$ cat src/hw/rtl/assert_macros.svh
// ----------------------------------------------------------------------------
// assert_macros.svh
// concurrent assertion helpers, clocked on clk and disabled during reset
// ----------------------------------------------------------------------------
`ifndef ASSERT_MACROS_SVH
`define ASSERT_MACROS_SVH

`ifndef SYNTH

// condition holds at every clock edge
`define ASSERT_ALWAYS(label, cond) \
    label: assert property (@(posedge clk) disable iff (!rst_n) (cond)) \
        else $error("assertion failed");

// consequent holds in the same cycle as the antecedent
`define ASSERT_IMPLIES(label, ante, cons) \
    label: assert property (@(posedge clk) disable iff (!rst_n) (ante) |-> (cons)) \
        else $error("assertion failed");

// consequent holds in the cycle after the antecedent
`define ASSERT_NEXT(label, ante, cons) \
    label: assert property (@(posedge clk) disable iff (!rst_n) (ante) |=> (cons)) \
        else $error("assertion failed");

`else

`define ASSERT_ALWAYS(label, cond)
`define ASSERT_IMPLIES(label, ante, cons)
`define ASSERT_NEXT(label, ante, cons)

`endif

`endif

$ cat src/hw/rtl/bcdc_pkg.sv
// ----------------------------------------------------------------------------
// bcdc_pkg
// shared types, command codes, reset values and battery-type table
// ----------------------------------------------------------------------------
package bcdc_pkg;

    // controller states
    typedef enum logic [4:0] {
        ST_IDLE  = 5'b00001,
        ST_CHG   = 5'b00010,
        ST_DIS   = 5'b00100,
        ST_CDONE = 5'b01000,
        ST_DDONE = 5'b10000
    } state_t;

    // mode codes as seen on the result channel
    localparam logic [2:0] MODE_IDLE  = 3'd0;
    localparam logic [2:0] MODE_CHG   = 3'd1;
    localparam logic [2:0] MODE_DIS   = 3'd2;
    localparam logic [2:0] MODE_CDONE = 3'd3;
    localparam logic [2:0] MODE_DDONE = 3'd4;

    // command addresses
    localparam logic [15:0] ADDR_CTRL   = 16'h0000;
    localparam logic [15:0] ADDR_OVER   = 16'h0010;
    localparam logic [15:0] ADDR_UNDER  = 16'h0011;
    localparam logic [15:0] ADDR_SELECT = 16'h0013;
    localparam logic [15:0] ADDR_KIND   = 16'h0015;

    // control values at the control address
    localparam logic [15:0] CTRL_START_DIS = 16'd1;
    localparam logic [15:0] CTRL_STOP_DIS  = 16'd2;
    localparam logic [15:0] CTRL_START_CHG = 16'd3;
    localparam logic [15:0] CTRL_STOP_CHG  = 16'd4;
    localparam logic [15:0] CTRL_STOP_BOTH = 16'd5;

    // configuration register indexes
    localparam logic [1:0] CFG_MIN_CURRENT     = 2'd0;
    localparam logic [1:0] CFG_START_BLANK     = 2'd1;
    localparam logic [1:0] CFG_PROTECT_CONFIRM = 2'd2;
    localparam logic [1:0] CFG_DONE_CONFIRM    = 2'd3;

    // reset values
    localparam logic [15:0] RST_MIN_CURRENT     = 16'd300;
    localparam logic [31:0] RST_START_BLANK     = 32'd50000;
    localparam logic [31:0] RST_PROTECT_CONFIRM = 32'd50000;
    localparam logic [31:0] RST_DONE_CONFIRM    = 32'd30000;
    localparam logic [15:0] RST_OVER_LIMIT      = 16'd21000;
    localparam logic [15:0] RST_UNDER_LIMIT     = 16'd16000;

    typedef struct packed {
        logic [15:0] min_current_ma;
        logic [31:0] start_blank_ms;
        logic [31:0] protect_confirm_ms;
        logic [31:0] done_confirm_ms;
    } cfg_t;

    typedef struct packed {
        logic [31:0] now_ms;
        logic [15:0] bat_volt_mv;
        logic [15:0] charge_ma;
        logic [15:0] discharge_ma;
        logic        has_command;
        logic [15:0] cmd_addr;
        logic [15:0] cmd_value;
    } item_t;

    typedef struct packed {
        logic        charge_on;
        logic        discharge_on;
        logic        fan_on;
        logic        charge_led;
        logic        discharge_led;
        logic [2:0]  mode;
        logic [1:0]  volt_select;
        logic [15:0] over_limit_mv;
        logic [15:0] under_limit_mv;
        logic [7:0]  battery_kind;
    } res_t;

    typedef struct packed {
        logic stop_dis;
        logic stop_chg;
        logic start_chg;
        logic start_dis;
    } req_t;

    typedef struct packed {
        logic        hit;
        logic [1:0]  select;
        logic [15:0] over;
        logic [15:0] under;
    } kind_entry_t;

    // battery-type table, codes above 2 have no entry
    function automatic kind_entry_t kind_lookup(input logic [7:0] kind);
        kind_entry_t e;
        e = '0;
        case (kind)
            8'd0:
            begin
                e.hit    = 1'b1;
                e.select = 2'd0;
                e.over   = 16'd21500;
                e.under  = 16'd12000;
            end
            8'd1:
            begin
                e.hit    = 1'b1;
                e.select = 2'd3;
                e.over   = 16'd17500;
                e.under  = 16'd10000;
            end
            8'd2:
            begin
                e.hit    = 1'b1;
                e.select = 2'd3;
                e.over   = 16'd15000;
                e.under  = 16'd8500;
            end
            default:
            begin
                e.hit = 1'b0;
            end
        endcase
        return e;
    endfunction

    function automatic logic [2:0] mode_code(input state_t s);
        logic [2:0] m;
        case (s)
            ST_IDLE:  m = MODE_IDLE;
            ST_CHG:   m = MODE_CHG;
            ST_DIS:   m = MODE_DIS;
            ST_CDONE: m = MODE_CDONE;
            ST_DDONE: m = MODE_DDONE;
            default:  m = MODE_IDLE;
        endcase
        return m;
    endfunction

endpackage

$ cat src/hw/rtl/bcdc_channels.sv
// ----------------------------------------------------------------------------
// bcdc_channels
// valid/ready channels for measurement items and controller results
// ----------------------------------------------------------------------------
interface bcdc_item_if;
    logic        valid;
    logic        ready;
    logic [31:0] now_ms;
    logic [15:0] bat_volt_mv;
    logic [15:0] charge_ma;
    logic [15:0] discharge_ma;
    logic        has_command;
    logic [15:0] cmd_addr;
    logic [15:0] cmd_value;

    modport source (
        output valid, now_ms, bat_volt_mv, charge_ma, discharge_ma,
               has_command, cmd_addr, cmd_value,
        input  ready
    );

    modport sink (
        input  valid, now_ms, bat_volt_mv, charge_ma, discharge_ma,
               has_command, cmd_addr, cmd_value,
        output ready
    );
endinterface

interface bcdc_result_if;
    logic        valid;
    logic        ready;
    logic        charge_on;
    logic        discharge_on;
    logic        fan_on;
    logic        charge_led;
    logic        discharge_led;
    logic [2:0]  mode;
    logic [1:0]  volt_select;
    logic [15:0] over_limit_mv;
    logic [15:0] under_limit_mv;
    logic [7:0]  battery_kind;

    modport source (
        output valid, charge_on, discharge_on, fan_on, charge_led, discharge_led,
               mode, volt_select, over_limit_mv, under_limit_mv, battery_kind,
        input  ready
    );

    modport sink (
        input  valid, charge_on, discharge_on, fan_on, charge_led, discharge_led,
               mode, volt_select, over_limit_mv, under_limit_mv, battery_kind,
        output ready
    );
endinterface

$ cat src/hw/rtl/battery_charge_discharge_controller.sv
// ----------------------------------------------------------------------------
// battery_charge_discharge_controller
// path: input register, then core state registers, then the result beat
// throughput: one item per cycle unless a result beat stalls the state update
// a stalled result beat holds the core, and item ready once the input reg is full
// reset: idle, all outputs off, limits 21000/16000 mV, registers at defaults
// ----------------------------------------------------------------------------
`include "assert_macros.svh"

module battery_charge_discharge_controller (
    input  logic        clk,
    input  logic        rst_n,
    bcdc_item_if.sink   item,
    bcdc_result_if.source result,
    input  logic        wr_en,
    input  logic [1:0]  wr_index,
    input  logic [31:0] wr_data
);
    import bcdc_pkg::*;

    cfg_t  cfg_reg;
    item_t item_reg;
    logic  in_valid_reg;
    logic  out_valid_reg;
    logic  advance;
    logic  step;
    res_t  res;

    // the state registers double as the result register
    assign advance    = !out_valid_reg || result.ready;
    assign step       = in_valid_reg && advance;
    assign item.ready = !in_valid_reg || advance;

    always_ff @(posedge clk or negedge rst_n)
    begin
        if (!rst_n)
        begin
            cfg_reg.min_current_ma     <= RST_MIN_CURRENT;
            cfg_reg.start_blank_ms     <= RST_START_BLANK;
            cfg_reg.protect_confirm_ms <= RST_PROTECT_CONFIRM;
            cfg_reg.done_confirm_ms    <= RST_DONE_CONFIRM;
        end
        else if (wr_en)
        begin
            case (wr_index)
                CFG_MIN_CURRENT:     cfg_reg.min_current_ma     <= wr_data[15:0];
                CFG_START_BLANK:     cfg_reg.start_blank_ms     <= wr_data;
                CFG_PROTECT_CONFIRM: cfg_reg.protect_confirm_ms <= wr_data;
                CFG_DONE_CONFIRM:    cfg_reg.done_confirm_ms    <= wr_data;
                default: ;
            endcase
        end
    end

    always_ff @(posedge clk or negedge rst_n)
    begin
        if (!rst_n)
        begin
            in_valid_reg  <= 1'b0;
            out_valid_reg <= 1'b0;
        end
        else
        begin
            if (item.valid && item.ready)
            begin
                in_valid_reg <= 1'b1;
            end
            else if (step)
            begin
                in_valid_reg <= 1'b0;
            end

            if (step)
            begin
                out_valid_reg <= 1'b1;
            end
            else if (result.ready)
            begin
                out_valid_reg <= 1'b0;
            end
        end
    end

    always_ff @(posedge clk)
    begin
        if (item.valid && item.ready)
        begin
            item_reg.now_ms       <= item.now_ms;
            item_reg.bat_volt_mv  <= item.bat_volt_mv;
            item_reg.charge_ma    <= item.charge_ma;
            item_reg.discharge_ma <= item.discharge_ma;
            item_reg.has_command  <= item.has_command;
            item_reg.cmd_addr     <= item.cmd_addr;
            item_reg.cmd_value    <= item.cmd_value;
        end
    end

    bcdc_core u_core (
        .clk   (clk),
        .rst_n (rst_n),
        .step  (step),
        .item  (item_reg),
        .cfg   (cfg_reg),
        .res   (res)
    );

    assign result.valid          = out_valid_reg;
    assign result.charge_on      = res.charge_on;
    assign result.discharge_on   = res.discharge_on;
    assign result.fan_on         = res.fan_on;
    assign result.charge_led     = res.charge_led;
    assign result.discharge_led  = res.discharge_led;
    assign result.mode           = res.mode;
    assign result.volt_select    = res.volt_select;
    assign result.over_limit_mv  = res.over_limit_mv;
    assign result.under_limit_mv = res.under_limit_mv;
    assign result.battery_kind   = res.battery_kind;

    `ASSERT_ALWAYS(a_no_dual_path, !(res.charge_on && res.discharge_on))
    `ASSERT_ALWAYS(a_fan_follows_dis, res.fan_on == res.discharge_on)
    `ASSERT_IMPLIES(a_chg_mode_drive, res.mode == MODE_CHG, res.charge_on && res.charge_led)
    `ASSERT_IMPLIES(a_done_paths_off, res.mode >= MODE_CDONE, !res.charge_on && !res.discharge_on)
    `ASSERT_NEXT(a_item_moves, in_valid_reg && !out_valid_reg, out_valid_reg)

endmodule

$ cat src/hw/rtl/bcdc_confirm.sv
// ----------------------------------------------------------------------------
// bcdc_confirm
// one confirm timer: a condition must persist for a given time before firing
// ----------------------------------------------------------------------------
module bcdc_confirm (
    input  logic        clk,
    input  logic        rst_n,
    input  logic        en,
    input  logic        cond,
    input  logic [31:0] now_ms,
    input  logic [31:0] need_ms,
    output logic        fire
);
    logic        flag_reg;
    logic        flag_next;
    logic [31:0] begin_reg;
    logic [31:0] begin_next;
    logic [31:0] elapsed;

    // modulo 2^32 difference, safe across a timestamp wrap
    assign elapsed = now_ms - begin_reg;
    assign fire    = cond && flag_reg && (elapsed >= need_ms);

    always_comb
    begin
        flag_next  = flag_reg;
        begin_next = begin_reg;
        if (en)
        begin
            if (!cond)
            begin
                flag_next = 1'b0;
            end
            else if (!flag_reg)
            begin
                flag_next  = 1'b1;
                begin_next = now_ms;
            end
            else if (fire)
            begin
                flag_next = 1'b0;
            end
        end
    end

    always_ff @(posedge clk or negedge rst_n)
    begin
        if (!rst_n)
        begin
            flag_reg <= 1'b0;
        end
        else
        begin
            flag_reg <= flag_next;
        end
    end

    always_ff @(posedge clk)
    begin
        begin_reg <= begin_next;
    end

endmodule

$ cat src/hw/rtl/bcdc_core.sv
// ----------------------------------------------------------------------------
// bcdc_core
// command decode, request handling and the five-state controller
// ----------------------------------------------------------------------------
module bcdc_core (
    input  logic          clk,
    input  logic          rst_n,
    input  logic          step,
    input  bcdc_pkg::item_t item,
    input  bcdc_pkg::cfg_t  cfg,
    output bcdc_pkg::res_t  res
);
    import bcdc_pkg::*;

    state_t      state_reg, state_next;
    logic [15:0] over_reg, over_next;
    logic [15:0] under_reg, under_next;
    logic [7:0]  kind_reg, kind_next;
    logic [1:0]  select_reg, select_next;
    logic [31:0] chg_begin_reg, chg_begin_next;
    logic [31:0] dis_begin_reg, dis_begin_next;
    logic        chg_on_reg, chg_on_next;
    logic        dis_on_reg, dis_on_next;
    logic        fan_reg, fan_next;
    logic        cled_reg, cled_next;
    logic        dled_reg, dled_next;

    req_t        req;
    kind_entry_t kind_entry;
    state_t      req_state;
    logic [31:0] chg_elapsed;
    logic [31:0] dis_elapsed;
    logic        chg_run;
    logic        dis_run;
    logic        cond_over, cond_under, cond_cdone, cond_ddone;
    logic        fire_over, fire_under, fire_cdone, fire_ddone;

    // command decode and settings writes
    always_comb
    begin
        req         = '0;
        over_next   = over_reg;
        under_next  = under_reg;
        kind_next   = kind_reg;
        select_next = select_reg;
        kind_entry  = kind_lookup(kind_reg);
        if (item.has_command)
        begin
            case (item.cmd_addr)
                ADDR_CTRL:
                begin
                    case (item.cmd_value)
                        CTRL_START_DIS: req.start_dis = 1'b1;
                        CTRL_STOP_DIS:  req.stop_dis  = 1'b1;
                        CTRL_START_CHG: req.start_chg = 1'b1;
                        CTRL_STOP_CHG:  req.stop_chg  = 1'b1;
                        CTRL_STOP_BOTH:
                        begin
                            req.stop_chg = 1'b1;
                            req.stop_dis = 1'b1;
                        end
                        default: ;
                    endcase
                end
                ADDR_OVER:   over_next   = item.cmd_value;
                ADDR_UNDER:  under_next  = item.cmd_value;
                ADDR_SELECT: select_next = item.cmd_value[1:0];
                ADDR_KIND:
                begin
                    kind_next  = item.cmd_value[7:0];
                    kind_entry = kind_lookup(item.cmd_value[7:0]);
                    if (kind_entry.hit)
                    begin
                        select_next = kind_entry.select;
                        over_next   = kind_entry.over;
                        under_next  = kind_entry.under;
                    end
                end
                default: ;
            endcase
        end

        // requests in fixed order: stop dis, stop chg, start chg, start dis
        req_state      = state_reg;
        chg_on_next    = chg_on_reg;
        dis_on_next    = dis_on_reg;
        fan_next       = fan_reg;
        chg_begin_next = chg_begin_reg;
        dis_begin_next = dis_begin_reg;
        if (req.stop_dis && (req_state == ST_DIS || req_state == ST_DDONE))
        begin
            dis_on_next = 1'b0;
            fan_next    = 1'b0;
            req_state   = ST_IDLE;
        end
        if (req.stop_chg && (req_state == ST_CHG || req_state == ST_CDONE))
        begin
            chg_on_next = 1'b0;
            req_state   = ST_IDLE;
        end
        if (req.start_chg && req_state == ST_IDLE)
        begin
            if (kind_entry.hit)
            begin
                select_next = kind_entry.select;
                over_next   = kind_entry.over;
                under_next  = kind_entry.under;
            end
            chg_on_next    = 1'b1;
            req_state      = ST_CHG;
            chg_begin_next = item.now_ms;
        end
        if (req.start_dis && req_state == ST_IDLE)
        begin
            dis_on_next    = 1'b1;
            fan_next       = 1'b1;
            req_state      = ST_DIS;
            dis_begin_next = item.now_ms;
        end
    end

    // checks start after the blanking time
    assign chg_elapsed = item.now_ms - chg_begin_next;
    assign dis_elapsed = item.now_ms - dis_begin_next;
    assign chg_run     = (req_state == ST_CHG) && (chg_elapsed >= cfg.start_blank_ms);
    assign dis_run     = (req_state == ST_DIS) && (dis_elapsed >= cfg.start_blank_ms);

    assign cond_over  = (item.bat_volt_mv >= over_next) &&
                        (item.charge_ma > cfg.min_current_ma);
    assign cond_cdone = item.charge_ma <= cfg.min_current_ma;
    assign cond_under = (item.bat_volt_mv <= under_next) &&
                        (item.discharge_ma > cfg.min_current_ma);
    assign cond_ddone = item.discharge_ma <= cfg.min_current_ma;

    bcdc_confirm u_over (
        .clk     (clk),
        .rst_n   (rst_n),
        .en      (step && chg_run),
        .cond    (cond_over),
        .now_ms  (item.now_ms),
        .need_ms (cfg.protect_confirm_ms),
        .fire    (fire_over)
    );

    bcdc_confirm u_under (
        .clk     (clk),
        .rst_n   (rst_n),
        .en      (step && dis_run),
        .cond    (cond_under),
        .now_ms  (item.now_ms),
        .need_ms (cfg.protect_confirm_ms),
        .fire    (fire_under)
    );

    bcdc_confirm u_cdone (
        .clk     (clk),
        .rst_n   (rst_n),
        .en      (step && chg_run),
        .cond    (cond_cdone),
        .now_ms  (item.now_ms),
        .need_ms (cfg.done_confirm_ms),
        .fire    (fire_cdone)
    );

    bcdc_confirm u_ddone (
        .clk     (clk),
        .rst_n   (rst_n),
        .en      (step && dis_run),
        .cond    (cond_ddone),
        .now_ms  (item.now_ms),
        .need_ms (cfg.done_confirm_ms),
        .fire    (fire_ddone)
    );

    // controller
    always_comb
    begin
        state_next = req_state;
        cled_next  = cled_reg;
        dled_next  = dled_reg;
        case (req_state)
            ST_IDLE:
            begin
                cled_next = 1'b0;
                dled_next = 1'b0;
            end
            ST_CHG:
            begin
                cled_next = 1'b1;
                dled_next = 1'b0;
                if (chg_run)
                begin
                    // done confirm wins when both fire together
                    if (fire_cdone)
                    begin
                        state_next = ST_CDONE;
                    end
                    else if (fire_over)
                    begin
                        state_next = ST_IDLE;
                    end
                end
            end
            ST_DIS:
            begin
                dled_next = 1'b1;
                cled_next = 1'b0;
                if (dis_run)
                begin
                    if (fire_ddone)
                    begin
                        state_next = ST_DDONE;
                    end
                    else if (fire_under)
                    begin
                        state_next = ST_IDLE;
                    end
                end
            end
            default:
            begin
                // done states fall back to idle, leds hold
                state_next = ST_IDLE;
            end
        endcase
    end

    always_ff @(posedge clk or negedge rst_n)
    begin
        if (!rst_n)
        begin
            state_reg     <= ST_IDLE;
            over_reg      <= RST_OVER_LIMIT;
            under_reg     <= RST_UNDER_LIMIT;
            kind_reg      <= '0;
            select_reg    <= '0;
            chg_begin_reg <= '0;
            dis_begin_reg <= '0;
            chg_on_reg    <= 1'b0;
            dis_on_reg    <= 1'b0;
            fan_reg       <= 1'b0;
            cled_reg      <= 1'b0;
            dled_reg      <= 1'b0;
        end
        else if (step)
        begin
            state_reg     <= state_next;
            over_reg      <= over_next;
            under_reg     <= under_next;
            kind_reg      <= kind_next;
            select_reg    <= select_next;
            chg_begin_reg <= chg_begin_next;
            dis_begin_reg <= dis_begin_next;
            chg_on_reg    <= chg_on_next && !(chg_run && (fire_cdone || fire_over));
            dis_on_reg    <= dis_on_next && !(dis_run && (fire_ddone || fire_under));
            fan_reg       <= fan_next && !(dis_run && (fire_ddone || fire_under));
            cled_reg      <= cled_next;
            dled_reg      <= dled_next;
        end
    end

    always_comb
    begin
        res.charge_on      = chg_on_reg;
        res.discharge_on   = dis_on_reg;
        res.fan_on         = fan_reg;
        res.charge_led     = cled_reg;
        res.discharge_led  = dled_reg;
        res.mode           = mode_code(state_reg);
        res.volt_select    = select_reg;
        res.over_limit_mv  = over_reg;
        res.under_limit_mv = under_reg;
        res.battery_kind   = kind_reg;
    end

endmodule

$ cat src/flat_wrapper.sv
// flat-port wrapper written by rule: the top's interface ports become plain ports
module battery_charge_discharge_controller_flat import bcdc_pkg::*;
  (clk, rst_n, wr_en, wr_index, wr_data, item_valid, item_now_ms, item_bat_volt_mv, item_charge_ma, item_discharge_ma, item_has_command, item_cmd_addr, item_cmd_value, item_ready, result_valid, result_charge_on, result_discharge_on, result_fan_on, result_charge_led, result_discharge_led, result_mode, result_volt_select, result_over_limit_mv, result_under_limit_mv, result_battery_kind, result_ready);
  bcdc_item_if item_i ();
  bcdc_result_if result_i ();
  input  logic clk;
  input  logic rst_n;
  input  logic wr_en;
  input  logic [1:0] wr_index;
  input  logic [31:0] wr_data;
  input wire logic [$bits(item_i.valid)-1:0] item_valid;
  input wire logic [$bits(item_i.now_ms)-1:0] item_now_ms;
  input wire logic [$bits(item_i.bat_volt_mv)-1:0] item_bat_volt_mv;
  input wire logic [$bits(item_i.charge_ma)-1:0] item_charge_ma;
  input wire logic [$bits(item_i.discharge_ma)-1:0] item_discharge_ma;
  input wire logic [$bits(item_i.has_command)-1:0] item_has_command;
  input wire logic [$bits(item_i.cmd_addr)-1:0] item_cmd_addr;
  input wire logic [$bits(item_i.cmd_value)-1:0] item_cmd_value;
  output wire logic [$bits(item_i.ready)-1:0] item_ready;
  output wire logic [$bits(result_i.valid)-1:0] result_valid;
  output wire logic [$bits(result_i.charge_on)-1:0] result_charge_on;
  output wire logic [$bits(result_i.discharge_on)-1:0] result_discharge_on;
  output wire logic [$bits(result_i.fan_on)-1:0] result_fan_on;
  output wire logic [$bits(result_i.charge_led)-1:0] result_charge_led;
  output wire logic [$bits(result_i.discharge_led)-1:0] result_discharge_led;
  output wire logic [$bits(result_i.mode)-1:0] result_mode;
  output wire logic [$bits(result_i.volt_select)-1:0] result_volt_select;
  output wire logic [$bits(result_i.over_limit_mv)-1:0] result_over_limit_mv;
  output wire logic [$bits(result_i.under_limit_mv)-1:0] result_under_limit_mv;
  output wire logic [$bits(result_i.battery_kind)-1:0] result_battery_kind;
  input wire logic [$bits(result_i.ready)-1:0] result_ready;
  assign item_i.valid = item_valid;
  assign item_i.now_ms = item_now_ms;
  assign item_i.bat_volt_mv = item_bat_volt_mv;
  assign item_i.charge_ma = item_charge_ma;
  assign item_i.discharge_ma = item_discharge_ma;
  assign item_i.has_command = item_has_command;
  assign item_i.cmd_addr = item_cmd_addr;
  assign item_i.cmd_value = item_cmd_value;
  assign item_ready = item_i.ready;
  assign result_valid = result_i.valid;
  assign result_charge_on = result_i.charge_on;
  assign result_discharge_on = result_i.discharge_on;
  assign result_fan_on = result_i.fan_on;
  assign result_charge_led = result_i.charge_led;
  assign result_discharge_led = result_i.discharge_led;
  assign result_mode = result_i.mode;
  assign result_volt_select = result_i.volt_select;
  assign result_over_limit_mv = result_i.over_limit_mv;
  assign result_under_limit_mv = result_i.under_limit_mv;
  assign result_battery_kind = result_i.battery_kind;
  assign result_i.ready = result_ready;
  battery_charge_discharge_controller u_core (.clk(clk), .rst_n(rst_n), .item(item_i), .result(result_i), .wr_en(wr_en), .wr_index(wr_index), .wr_data(wr_data));
endmodule
$ cat config.mk
export PLATFORM = sky130hd
export DESIGN_NAME = battery_charge_discharge_controller_flat
export DESIGN_NICKNAME = d
export VERILOG_FILES = /design/src/hw/rtl/bcdc_pkg.sv /design/src/hw/rtl/bcdc_channels.sv /design/src/hw/rtl/battery_charge_discharge_controller.sv /design/src/hw/rtl/bcdc_confirm.sv /design/src/hw/rtl/bcdc_core.sv /design/src/flat_wrapper.sv
export VERILOG_INCLUDE_DIRS = /design/src /design/src/hw/rtl
export SDC_FILE = /design/constraint.sdc
export NUM_CORES = 1
export LEC_CHECK = 0
export BUFFER_PORTS_ARGS = -buffer_cell sky130_fd_sc_hd__buf_2
export CAP_MARGIN = 20
export CORE_AREA = 2 2 348 281
export CTS_BUF_LIST = sky130_fd_sc_hd__clkbuf_8
export DETAILED_ROUTE_END_ITERATION = 6
export DIE_AREA = 0 0 350 283
export PLACE_DENSITY = 0.62
export REMOVE_ABC_BUFFERS = 1
export SLEW_MARGIN = 20
export SYNTH_ARGS = -nofsm -noshare
export SYNTH_HDL_FRONTEND = slang
export SYNTH_SLANG_ARGS = --single-unit
$ cat constraint.sdc
create_clock -name clk -period 13.28 [get_ports clk]
set_input_delay 0.664 -clock clk [delete_from_list [all_inputs] [get_ports clk]]
set_output_delay 0.664 -clock clk [all_outputs]
set_load 0.02 [all_outputs]
# Yosys cells after proc, flatten, opt, wreduce, memory -nomap -nowiden

Index checks and enable logic that the tools add are counted.

Add/sub/neg operators: 6
Magnitude comparators: 12
Equal/unequal tests: 27
Muxes and demuxes: 67
Bitwise operators: 4
Reduce and logical (&&, ||, !) cells: 60

Operators with widths:

| kind                                            | count |
|---|---|
| one-hot mux 34 bit (3 select lines)             | 2 |
| greater-or-equal comparator 32 bit              | 6 |
| subtractor 32 bit                               | 6 |
| 2-to-1 mux 16 bit                               | 8 |
| 2-to-1 mux 35 bit                               | 2 |
| == test 16 x 5 -> 1 bit (second input constant) | 4 |
| 2-to-1 mux 32 bit                               | 2 |
| one-hot mux 16 bit (2 select lines)             | 2 |
| 2-to-1 mux 5 bit                                | 10 |
| less-or-equal comparator 16 bit                 | 3 |
| == test 16 x 2 -> 1 bit (second input constant) | 2 |
| == test 16 x 3 -> 1 bit (second input constant) | 2 |
| > comparator 16 bit                             | 2 |
| 2-to-1 mux 1 bit                                | 30 |
| logical AND 1 bit                               | 25 |
| == test 16 x 1 -> 1 bit (second input constant) | 1 |
| == test 8 x 1 -> 1 bit (second input constant)  | 2 |
| == test 8 x 2 -> 1 bit (second input constant)  | 2 |
| greater-or-equal comparator 16 bit              | 1 |
| logical NOT 16 bit                              | 1 |
| logical NOT 8 bit                               | 2 |
| == test 5 x 1 -> 1 bit (second input constant)  | 3 |
| == test 5 x 2 -> 1 bit (second input constant)  | 3 |
| one-hot mux 5 bit (3 select lines)              | 1 |
| 19 further kinds                                | 54 |

Flip-flop bits (word level): 475
Input bits: 152
Output and inout bits: 52
Word-level logic and storage cells: 209

# Depth between registers and ports, before layout

Gate-level depths: netlist of run 1.

Depth after elaboration: 23
Depth in mapped cells: 37
Depth with buffers taken out: 34

# Hierarchy

A second synthesis of run 1 with hierarchy kept.

Cell total of the unflattened synthesis: 3469
Area total of the unflattened synthesis: 34884.7 µm²

By module, submodules not included:

| module                                   | times used | cells each | area each (µm²) | sequential area each (µm²) |
|---|---|---|---|---|
| bcdc_core                                | 1          | 1461       | 12634.6         | 2916.5 |
| battery_charge_discharge_controller      | 1          | 359        | 7669.9          | 6274.8 |
| bcdc_confirm (u_core.u_core.u_cdone ...) | 2          | 417        | 3652.3          | 985.9 |
| bcdc_confirm (u_core.u_core.u_over)      | 1          | 407        | 3679.8          | 985.9 |
| bcdc_confirm (u_core.u_core.u_ddone)     | 1          | 408        | 3595.9          | 985.9 |

# Worst setup path before layout of run 1

No wires, ideal clock.

Path type: reg-to-reg
From: register u_core.item_reg[17] (netlist bit)
To: register u_core.u_core.u_under.begin_reg[0] (enable)
Setup time: 0.461 ns
Data arrival time: 8.783 ns
Data required time: 12.819 ns
Path slack: 4.036 ns
Cell stages (with the launch flop): 31
Path buffers: 1
Period minus slack after synthesis: 9.244 ns
Path through: edfxtp_1 nor4_4 and4_4 nand3_1 o31ai_4 and2_2 nand3_1 clkbuf_1 o21ai_0 ha_1 inv_1 fa_1 a21o_1 a21oi_1 o21bai_1 a2111o_1 a31oi_1 o221a_1 a211oi_2 a21o_2 a211oi_2 o31ai_2 xor2_1 ha_1 nand4_1 nor4_1 o211ai_1 a311o_1 nand3_1 nand3_1 nor3_1

Cells in the longest elaborated chain, start to end: 20
Elaborated cells between the ends (all ways): 33
Classes of those cells: 1 x add/sub; 2 x order compare; 7 x eq/ne; 13 x mux; 10 x reduce/logical

RTL lines:

| element                                                                 | RTL line                                  | text |
|---|---|---|
| start: declaration                                                      | battery_charge_discharge_controller.sv:22 | `item_t item_reg;` |
| logical NOT 16 bit *                                                    | bcdc_core.sv:49                           | `case (item.cmd_addr)` |
| 2-to-1 mux 4 bit *                                                      | bcdc_core.sv:49                           |  |
| 2-to-1 mux 4 bit *                                                      | bcdc_core.sv:47                           | `if (item.has_command)` |
| logical AND 1 bit                                                       | bcdc_core.sv:90                           | `if (req.stop_dis && (req_state == ST_DIS \|\| req_state == ST_DDONE))` |
| 2-to-1 mux 5 bit                                                        | bcdc_core.sv:90                           |  |
| == test 5 x 2 -> 1 bit / == test 5 x 4 -> 1 bit (equally long branches) | bcdc_core.sv:96                           | `if (req.stop_chg && (req_state == ST_CHG \|\| req_state == ST_CDONE))` |
| logical OR 1 bit                                                        | bcdc_core.sv:96                           |  |
| logical AND 1 bit                                                       | bcdc_core.sv:96                           |  |
| [... 5 more ...]                                                        | -                                         |  |
| logical AND 1 bit *                                                     | bcdc_core.sv:113                          | `if (req.start_dis && req_state == ST_IDLE)` |
| 2-to-1 mux 32 bit *                                                     | bcdc_core.sv:113                          |  |
| named net u_core.u_core.dis_begin_next[0]                               | bcdc_core.sv:21                           | `logic [31:0] dis_begin_reg, dis_begin_next;` |
| subtractor 32 bit *                                                     | bcdc_core.sv:124                          | `assign dis_elapsed = item.now_ms - dis_begin_next;` |
| greater-or-equal comparator 32 bit *                                    | bcdc_core.sv:126                          | `assign dis_run = (req_state == ST_DIS) && (dis_elapsed >= cfg.start_blank_ms);` |
| logical AND 1 bit *                                                     | bcdc_core.sv:126                          |  |
| logical AND 1 bit *                                                     | bcdc_core.sv:148                          | `.en (step && dis_run),` |
| AND reduction 3 bit (no line) *                                         | -                                         |  |
| end signal: assignment                                                  | bcdc_confirm.sv:60                        | `begin_reg <= begin_next;` |
| end: declaration                                                        | bcdc_confirm.sv:16                        | `logic [31:0] begin_reg;` |

The timed path passes the listed nets; every way through them passes the cells marked *.
A chain may end at the register's enable or synchronous reset.

# Worst setup path in the final report of run 1

From: register u_core.item_reg[20] (netlist bit)
To: register u_core.u_core.u_ddone.begin_reg[12] (enable)

Cells in the longest elaborated chain, start to end: 20
Elaborated cells between the ends (all ways): 23
Classes of those cells: 1 x add/sub; 1 x order compare; 5 x eq/ne; 7 x mux; 9 x reduce/logical

RTL lines:

| element                                                                 | RTL line           | text |
|---|---|---|
| logical NOT 16 bit *                                                    | bcdc_core.sv:49    |  |
| 2-to-1 mux 4 bit *                                                      | bcdc_core.sv:49    |  |
| 2-to-1 mux 4 bit *                                                      | bcdc_core.sv:47    |  |
| logical AND 1 bit                                                       | bcdc_core.sv:90    |  |
| 2-to-1 mux 5 bit                                                        | bcdc_core.sv:90    |  |
| == test 5 x 2 -> 1 bit / == test 5 x 4 -> 1 bit (equally long branches) | bcdc_core.sv:96    |  |
| logical OR 1 bit                                                        | bcdc_core.sv:96    |  |
| logical AND 1 bit                                                       | bcdc_core.sv:96    |  |
| [... 5 more ...]                                                        | -                  |  |
| logical AND 1 bit *                                                     | bcdc_core.sv:113   |  |
| 2-to-1 mux 32 bit *                                                     | bcdc_core.sv:113   |  |
| named net u_core.u_core.dis_begin_next[0]                               | bcdc_core.sv:21    |  |
| subtractor 32 bit *                                                     | bcdc_core.sv:124   |  |
| greater-or-equal comparator 32 bit *                                    | bcdc_core.sv:126   |  |
| logical AND 1 bit *                                                     | bcdc_core.sv:126   |  |
| logical AND 1 bit *                                                     | bcdc_core.sv:168   | `.en (step && dis_run),` |
| AND reduction 3 bit (no line) *                                         | -                  |  |
| end signal: assignment                                                  | bcdc_confirm.sv:60 |  |
| end: declaration                                                        | bcdc_confirm.sv:16 |  |

Marks and branches as above.

==> impl_metrics.env, run 1 <==
export IMPL_num_io_pins=204
export IMPL_cp_max_fo=34
export IMPL_area_growth_syn_to_layout_pct=13.7
export IMPL_clock_root_buffer="clkbuf_8"
export IMPL_synthArstFlopShare_pct=49.3
export IMPL_clk_path_buf_depth=3
export IMPL_routedWlPerCell_um=18.4
export IMPL_setup_viol=0
export IMPL_dp_slack_ps=4320
export IMPL_clock_sinks=475
export IMPL_fin_nets=4162
export IMPL_port_buffers=203
export IMPL_fin_ws_ps=4330
export IMPL_finalHoldViolCount=0
export IMPL_post_route_drc_count=0
export IMPL_endpoint_kind="flip-flop"
export IMPL_cp_required_ps=13590
export IMPL_avgSynthCellArea_um2=10.1
export IMPL_synth_cell_types=99
export IMPL_maxCapViolations=0
export IMPL_clkLatencyLatePin_ps=730
export IMPL_nFillCells=9428
export IMPL_fin_crit_ps=8950
export IMPL_die_h_um=283
export IMPL_total_power_w=0.00415
export IMPL_synth_seq_cells=475
export IMPL_synth_area_um2=33300
export IMPL_r2r_start="u_core.item_reg[20]"
export IMPL_vias=25605
export IMPL_ctsResizeCount=0
export IMPL_die_area_um2=99100
export IMPL_critPathArrivalTime_ps=9260
export IMPL_power_density_nw_per_um2=110
export IMPL_clk_pin_slew_worst_paths_ps=70
export IMPL_antenna_found_initial=5
export IMPL_finalCritPeriodShare_pct=67.4
export IMPL_slowest_stage="nor2_4"
export IMPL_synth_seq_area_share_pct=39.5
export IMPL_grt_max_degree=144
export IMPL_routed_via_density=5.19
export IMPL_start_util_pct=34.7
export IMPL_power_leakage_nw=17.7
export IMPL_dpl_cell_count=4773
export IMPL_die_w_um=350
export IMPL_grt_first_pass_wirelength_mm=141
export IMPL_critPathLaunchType="flip-flop"
export IMPL_maxSlewHeadroom_pct=33.4
export IMPL_synth_edf_count=241
export IMPL_fin_skew_ps=48.7
export IMPL_min_path_cells=1
export IMPL_max_clock_freq_mhz=112
export IMPL_worstMarginPinSlew_ps=987
export IMPL_r2r_end="u_core.u_core.u_ddone.begin_reg[12]"
export IMPL_first_pass_iters=5
export IMPL_dp_hpwl_mm=70.3
export IMPL_fin_tns_setup_ps=0
export IMPL_drv_slew=0
export IMPL_drive_gt1_share_pct=16.4
export IMPL_ys_flop_type="edfxtp_1"
export IMPL_r2r_slack_ps=4330
export IMPL_slowest_delay_ps=790
export IMPL_numCtsBuffers=85
export IMPL_rsz0062_at_grt="false"
export IMPL_worstHoldStart="item_charge_ma[6]"
export IMPL_hold_class="in -> reg"
export IMPL_yosys_warnings=0
export IMPL_stdcell_area_um2=37800
export IMPL_grt_pass1_vias=25023
export IMPL_track_usage_pct=18.2
export IMPL_h_tree_depth=3
export IMPL_cts_setup_buffers=0
export IMPL_gr_total_overflow=0
export IMPL_rr_worst_depth=30
export IMPL_tritoncts="yes"
export IMPL_holdPathEnd="u_core.item_reg[55]"
export IMPL_largest_reg_flops=113
export IMPL_synthCells=3300
export IMPL_ant_nets=0
export IMPL_worstSetupPathType="reg -> reg"
export IMPL_num_rows=102
export IMPL_wl_mm=90.8
export IMPL_core_area_um2=95800
export IMPL_placed_area_um2=35900
export IMPL_instances_no_fill=4935
export IMPL_status="completed"
export IMPL_gp_congestion=0.917
export IMPL_dr_first_iter_drc_count=1653
export IMPL_vdd_drop_max_mv=0.0651
## cells in the final DEF (no fill, tap or decap), types with 118 or more instances in the layout
| cell | n |
|---|---|
| a21o_1 | 165 |
| a21oi_1 | 214 |
| buf_2 | 202 |
| dfrtp_1 | 200 |
| edfxtp_1 | 241 |
| ha_1 | 442 |
| inv_1 | 320 |
| mux2_2 | 136 |
| nand2_1 | 305 |
| nor2_1 | 154 |
| o21ai_0 | 170 |
| xnor2_1 | 118 |
## per-layer routing
| layer | vias up | routed length [um] | share of wire [%] | GRT usage (%) |
|---|---|---|---|---|
| li1 | 12564 | - | - | - |
| met1 | 12168 | 43500 | 48 | 26.1 |
| met2 | 740 | 39700 | 44 | 28.3 |
| met3 | 133 | 5590 | 6.2 | 3.16 |
| met4 | 0 | 1970 | 2.2 | 4.71 |
| met5 | - | 0 | 0 | 0 |
## critical path, delay by kind of cell, from the launching register on
kind	cells	cell delay (ps)
flip-flops	1	410
XOR/XNOR	1	150
adder cells (fa/ha/maj)	3	960
AO/OA/AOI/OAI	15	3650
AND/OR/NAND/NOR	9	3010
buffers and inverters	2	380
## final cells by class
class	count	area [um^2]	area share [%]
diodes	1	2.50	0.00662
well taps	1300	1630	4.30
flip-flops and latches	475	13100	34.8
inverters	301	1130	2.99
repair buffers	236	1300	3.44
clock buffers	89	1220	3.24
clock inverters	70	594	1.57
multi-input cells	2463	18800	49.7
## cells by family (layout without fill, tap and decap cells)
logic type / after synthesis / in the layout / share of synthesized area (%)
AO/OA/AOI/OAI: 829 / 829 / 16.4
AND/OR/NAND/NOR: 822 / 822 / 12.1
adder cells (fa/ha/maj): 448 / 448 / 17.0
XOR/XNOR: 168 / 168 / 4.42
multiplexers: 196 / 196 / 6.41
flip-flops: 475 / 475 / 39.5
buffers and inverters: 362 / 696 / 4.20
other: 0 / 1 / 0
## metrics by stage
step / util, % / hold slack, ps
3_5_place_dp: 37.5 / 456
2_1_floorplan: - / 368
5_1_grt: 39.4 / 60.9
6_report: 39.4 / 112
4_1_cts: 39.4 / 8.07
3_3_place_gp: 37.5 / 449
## where the power goes
group,switching [W],internal (W),leakage [nW]
Clock,0.000682,0.000812,1.01
Combinational,0.000528,0.000408,11.5
Sequential,0.0000618,0.00165,5.17
## cell usage after synthesis (39+ instances only)
cell type | count | area share (%)
a21o_1 | 165 | 3.7
edfxtp_1 | 241 | 22
nor2b_1 | 54 | 1.0
clkbuf_1 | 39 | 0.44
nand2_1 | 306 | 3.5
mux2i_1 | 60 | 1.8
dfrtp_1 | 200 | 15
nand2b_1 | 40 | 0.75
ha_1 | 442 | 17
nor2_1 | 156 | 1.8
mux2_2 | 136 | 4.6
nand4_1 | 60 | 1.1
o21ai_0 | 170 | 2.6
nand3_1 | 47 | 0.71
a21oi_1 | 214 | 3.2
xnor2_1 | 118 | 3.1
inv_1 | 301 | 3.4
xor2_1 | 50 | 1.3
## how the worst max path moves through the flow
| stage | cells after the start | slack [ps] | to | startpoint |
|---|---|---|---|---|
| 2_1_floorplan | 29 | 3130 | u_core.u_core.u_under.begin_reg[0] | u_core.item_reg[17] |
| 3_3_place_gp | 30 | 4460 | u_core.u_core.u_ddone.begin_reg[30] | u_core.item_reg[20] |
| 3_5_place_dp | 30 | 4320 | u_core.u_core.u_ddone.begin_reg[29] | u_core.item_reg[27] |
| 4_1_cts | 30 | 4290 | u_core.u_core.u_ddone.begin_reg[12] | u_core.item_reg[27] |
| 5_1_grt | 30 | 3670 | u_core.u_core.u_ddone.begin_reg[10] | u_core.item_reg[13] |
| 6_report | 30 | 4330 | u_core.u_core.u_ddone.begin_reg[12] | u_core.item_reg[20] |
## repair_timing
action                                  in CTS  in global routing
endpoints found under the setup margin       0                  0
endpoints found under the hold margin       81                  0
hold buffers                                 1                  0
Note: power is estimated with default switching activity, not from simulation.
==> inputs of run 2 (changes only) <==
clock period = 8.6 ns   (was 13.28 ns; I/O delays follow)
==> run 2 against run 1 <==
  * Maximum frequency rose by 11%
  * Clock skew is 6.6 ps higher
  * Largest power group unchanged
  * Worst hold slack lost 45 ps
  * Sequential power up 53%
  * Flip-flop and latch count unchanged
  * Clock-buffer cell count rose by 10
  * Register-to-register slack lost 3800 ps
  * Critical endpoint is now u_core.u_core.u_ddone.begin_reg[1]
  * Global-route usage is 0.75 points higher
  * Cell count rose by 3.2%
  * Sequential share of layout area decreased by 1.6 points
  * Combinational power up 65%
==> impl_metrics.env, run 2 (same netlist as run 1, synthesis figures left out) <==
export IMPL_status="completed"
export IMPL_routed_via_density=5.16
export IMPL_maxCapViolations=0
export IMPL_power_leakage_nw=18.5
export IMPL_wl_mm=95.0
export IMPL_drive_gt1_share_pct=16.6
export IMPL_clk_pin_slew_worst_paths_ps=70
export IMPL_slowest_stage="fa_1"
export IMPL_cp_required_ps=8990
export IMPL_critPathLaunchType="flip-flop"
export IMPL_fin_nets=4316
export IMPL_worstHoldStart="wr_data[30]"
export IMPL_critPathArrivalTime_ps=8430
export IMPL_finalCritPeriodShare_pct=93.5
export IMPL_final_common_cell="ha_1"
export IMPL_instances_no_fill=5093
export IMPL_port_buffers=203
export IMPL_ant_nets=0
export IMPL_antenna_found_initial=6
export IMPL_holdPathEnd="u_core.cfg_reg[30]"
export IMPL_die_area_um2=99100
export IMPL_dp_hpwl_mm=71.7
export IMPL_grt_max_degree=153
export IMPL_rr_worst_depth=30
export IMPL_die_h_um=283
export IMPL_hold_class="in -> reg"
export IMPL_finalHoldViolCount=0
export IMPL_numCtsBuffers=87
export IMPL_r2r_start="u_core.item_reg[25]"
export IMPL_min_path_cells=2
export IMPL_maxSlewHeadroom_pct=26.3
export IMPL_largest_reg_flops=113
export IMPL_worstMarginPinSlew_ps=1090
export IMPL_num_io_pins=204
export IMPL_rsz0062_at_grt="false"
export IMPL_fin_skew_ps=55.2
export IMPL_cp_top_family="compound AO/OA/AOI/OAI gates"
export IMPL_area_growth_syn_to_layout_pct=19.0
export IMPL_dr_first_iter_drc_count=1777
export IMPL_r2r_end="u_core.u_core.u_ddone.begin_reg[1]"
export IMPL_gr_total_overflow=0
export IMPL_routedWlPerCell_um=18.7
export IMPL_slowest_delay_ps=460
export IMPL_drv_slew=0
export IMPL_grt_pass1_vias=25828
export IMPL_worstSetupPathType="reg -> reg"
export IMPL_h_tree_depth=3
export IMPL_start_util_pct=34.7
export IMPL_fin_crit_ps=8040
export IMPL_nFillCells=9266
export IMPL_post_route_drc_count=0
export IMPL_gp_congestion=0.924
export IMPL_first_pass_iters=6
export IMPL_dpl_cell_count=4792
export IMPL_clkLatencyLatePin_ps=750
export IMPL_setup_viol=0
export IMPL_r2r_slack_ps=560
export IMPL_grt_first_pass_wirelength_mm=147
export IMPL_core_area_um2=95800
export IMPL_clock_sinks=475
export IMPL_endpoint_kind="flip-flop"
export IMPL_num_rows=102
export IMPL_vias=26269
export IMPL_tritoncts="yes"
export IMPL_max_clock_freq_mhz=124
export IMPL_clock_root_buffer="clkbuf_8"
export IMPL_fin_tns_setup_ps=0
export IMPL_clk_path_buf_depth=3
export IMPL_die_w_um=350
export IMPL_vdd_drop_max_mv=0.145
export IMPL_layout_common_cells="442 x ha_1, 329 x inv_1, 305 x nand2_1, 241 x edfxtp_1, 214 x a21oi_1"
export IMPL_power_density_nw_per_um2=171
export IMPL_worst_path_buf_inv=3
export IMPL_cp_max_fo=32
export IMPL_track_usage_pct=19.0
-- run 2: cell types whose count changed in the layout (fill, tap and decap cells not counted), moves of 3 or more --
cell | previous run | this run
clkinv_2 | 18 | 13
nor4_2 | 2 | 5
dlygate4sd3_1 | 1 | 134
inv_1 | 320 | 329
buf_4 | 30 | 46
bufinv_16 | 9 | 14
clkinv_1 | 14 | 2
nor4_1 | 13 | 10
clkbuf_8 | 89 | 99
-- run 2: what timing repair did --
action / CTS / global route
resized for setup: 0 / 15
buffers inserted: 0 / 1
endpoints found under the hold margin: 213 / 0
endpoints found under the setup margin: 0 / 109
hold buffers: 134 / 0
-- run 2: through the flow --
| step | worst slack, ps | cell area, um^2 | utilization, % | power (W) | hold slack, ps |
|---|---|---|---|---|---|
| 2_1_floorplan | -1550 | 33000 | - | 0.00368 | 134 |
| 3_3_place_gp | 510 | 36100 | 37.7 | 0.00411 | 449 |
| 3_5_place_dp | 181 | 36100 | 37.7 | 0.00415 | 459 |
| 4_1_cts | 91.5 | 39500 | 41.2 | 0.00682 | 0.924 |
| 5_1_grt | 26.2 | 39600 | 41.3 | 0.00713 | 20.6 |
| 6_report | 563 | 39600 | 41.3 | 0.00676 | 67.6 |
-- run 2: where the power goes --
group / internal, W / switching [W]
sequential: 0.00255 / 0.0000796
clock: 0.00149 / 0.00110
combinational: 0.000677 / 0.000861
-- run 2: worst max-delay path by stage --
stage / startpoint / endpoint / cells past startpoint
after detailed placement: u_core.item_reg[20] / u_core.u_core.u_over.begin_reg[28] / 32
after floorplan: u_core.item_reg[17] / u_core.u_core.u_under.begin_reg[0] / 29
final: u_core.item_reg[25] / u_core.u_core.u_ddone.begin_reg[1] / 30
after CTS: u_core.item_reg[20] / u_core.u_core.u_over.begin_reg[7] / 32
after global routing: u_core.item_reg[25] / u_core.u_core.u_cdone.begin_reg[4] / 34
after global placement: u_core.item_reg[25] / u_core.u_core.u_over.begin_reg[29] / 33
-- run 2: worst register-to-register path, delay by kind of cell (launching register included) --
kind	cells	cell delay [ps]
compound gates	14	3370
xor+xnor	1	160
fa+ha+maj	2	760
buf+inv	3	670
flops	1	350
mux	1	210
simple gates	9	2130
-- run 2: routing by layer --
layer  GRT usage [%]  up-vias  share of wire, %
met2            29.3      720                44
li1                -    12868                 -
met1            26.9    12533                48
met5               0        -                 0
met3            3.85      148               6.2
met4            5.10        0               2.3
-- run 2: area by class of cell --
| class | count | area [um^2] | area share (%) |
|---|---|---|---|
| diodes | 2 | 5.00 | 0.0126 |
| clock buffers | 99 | 1360 | 3.44 |
| clock inverters | 65 | 686 | 1.73 |
| inverters | 301 | 1130 | 2.85 |
| multi-input cells | 2463 | 18800 | 47.6 |
| flip-flops and latches | 475 | 13100 | 33.2 |
| well taps | 1300 | 1630 | 4.11 |
| repair buffers | 388 | 2820 | 7.11 |
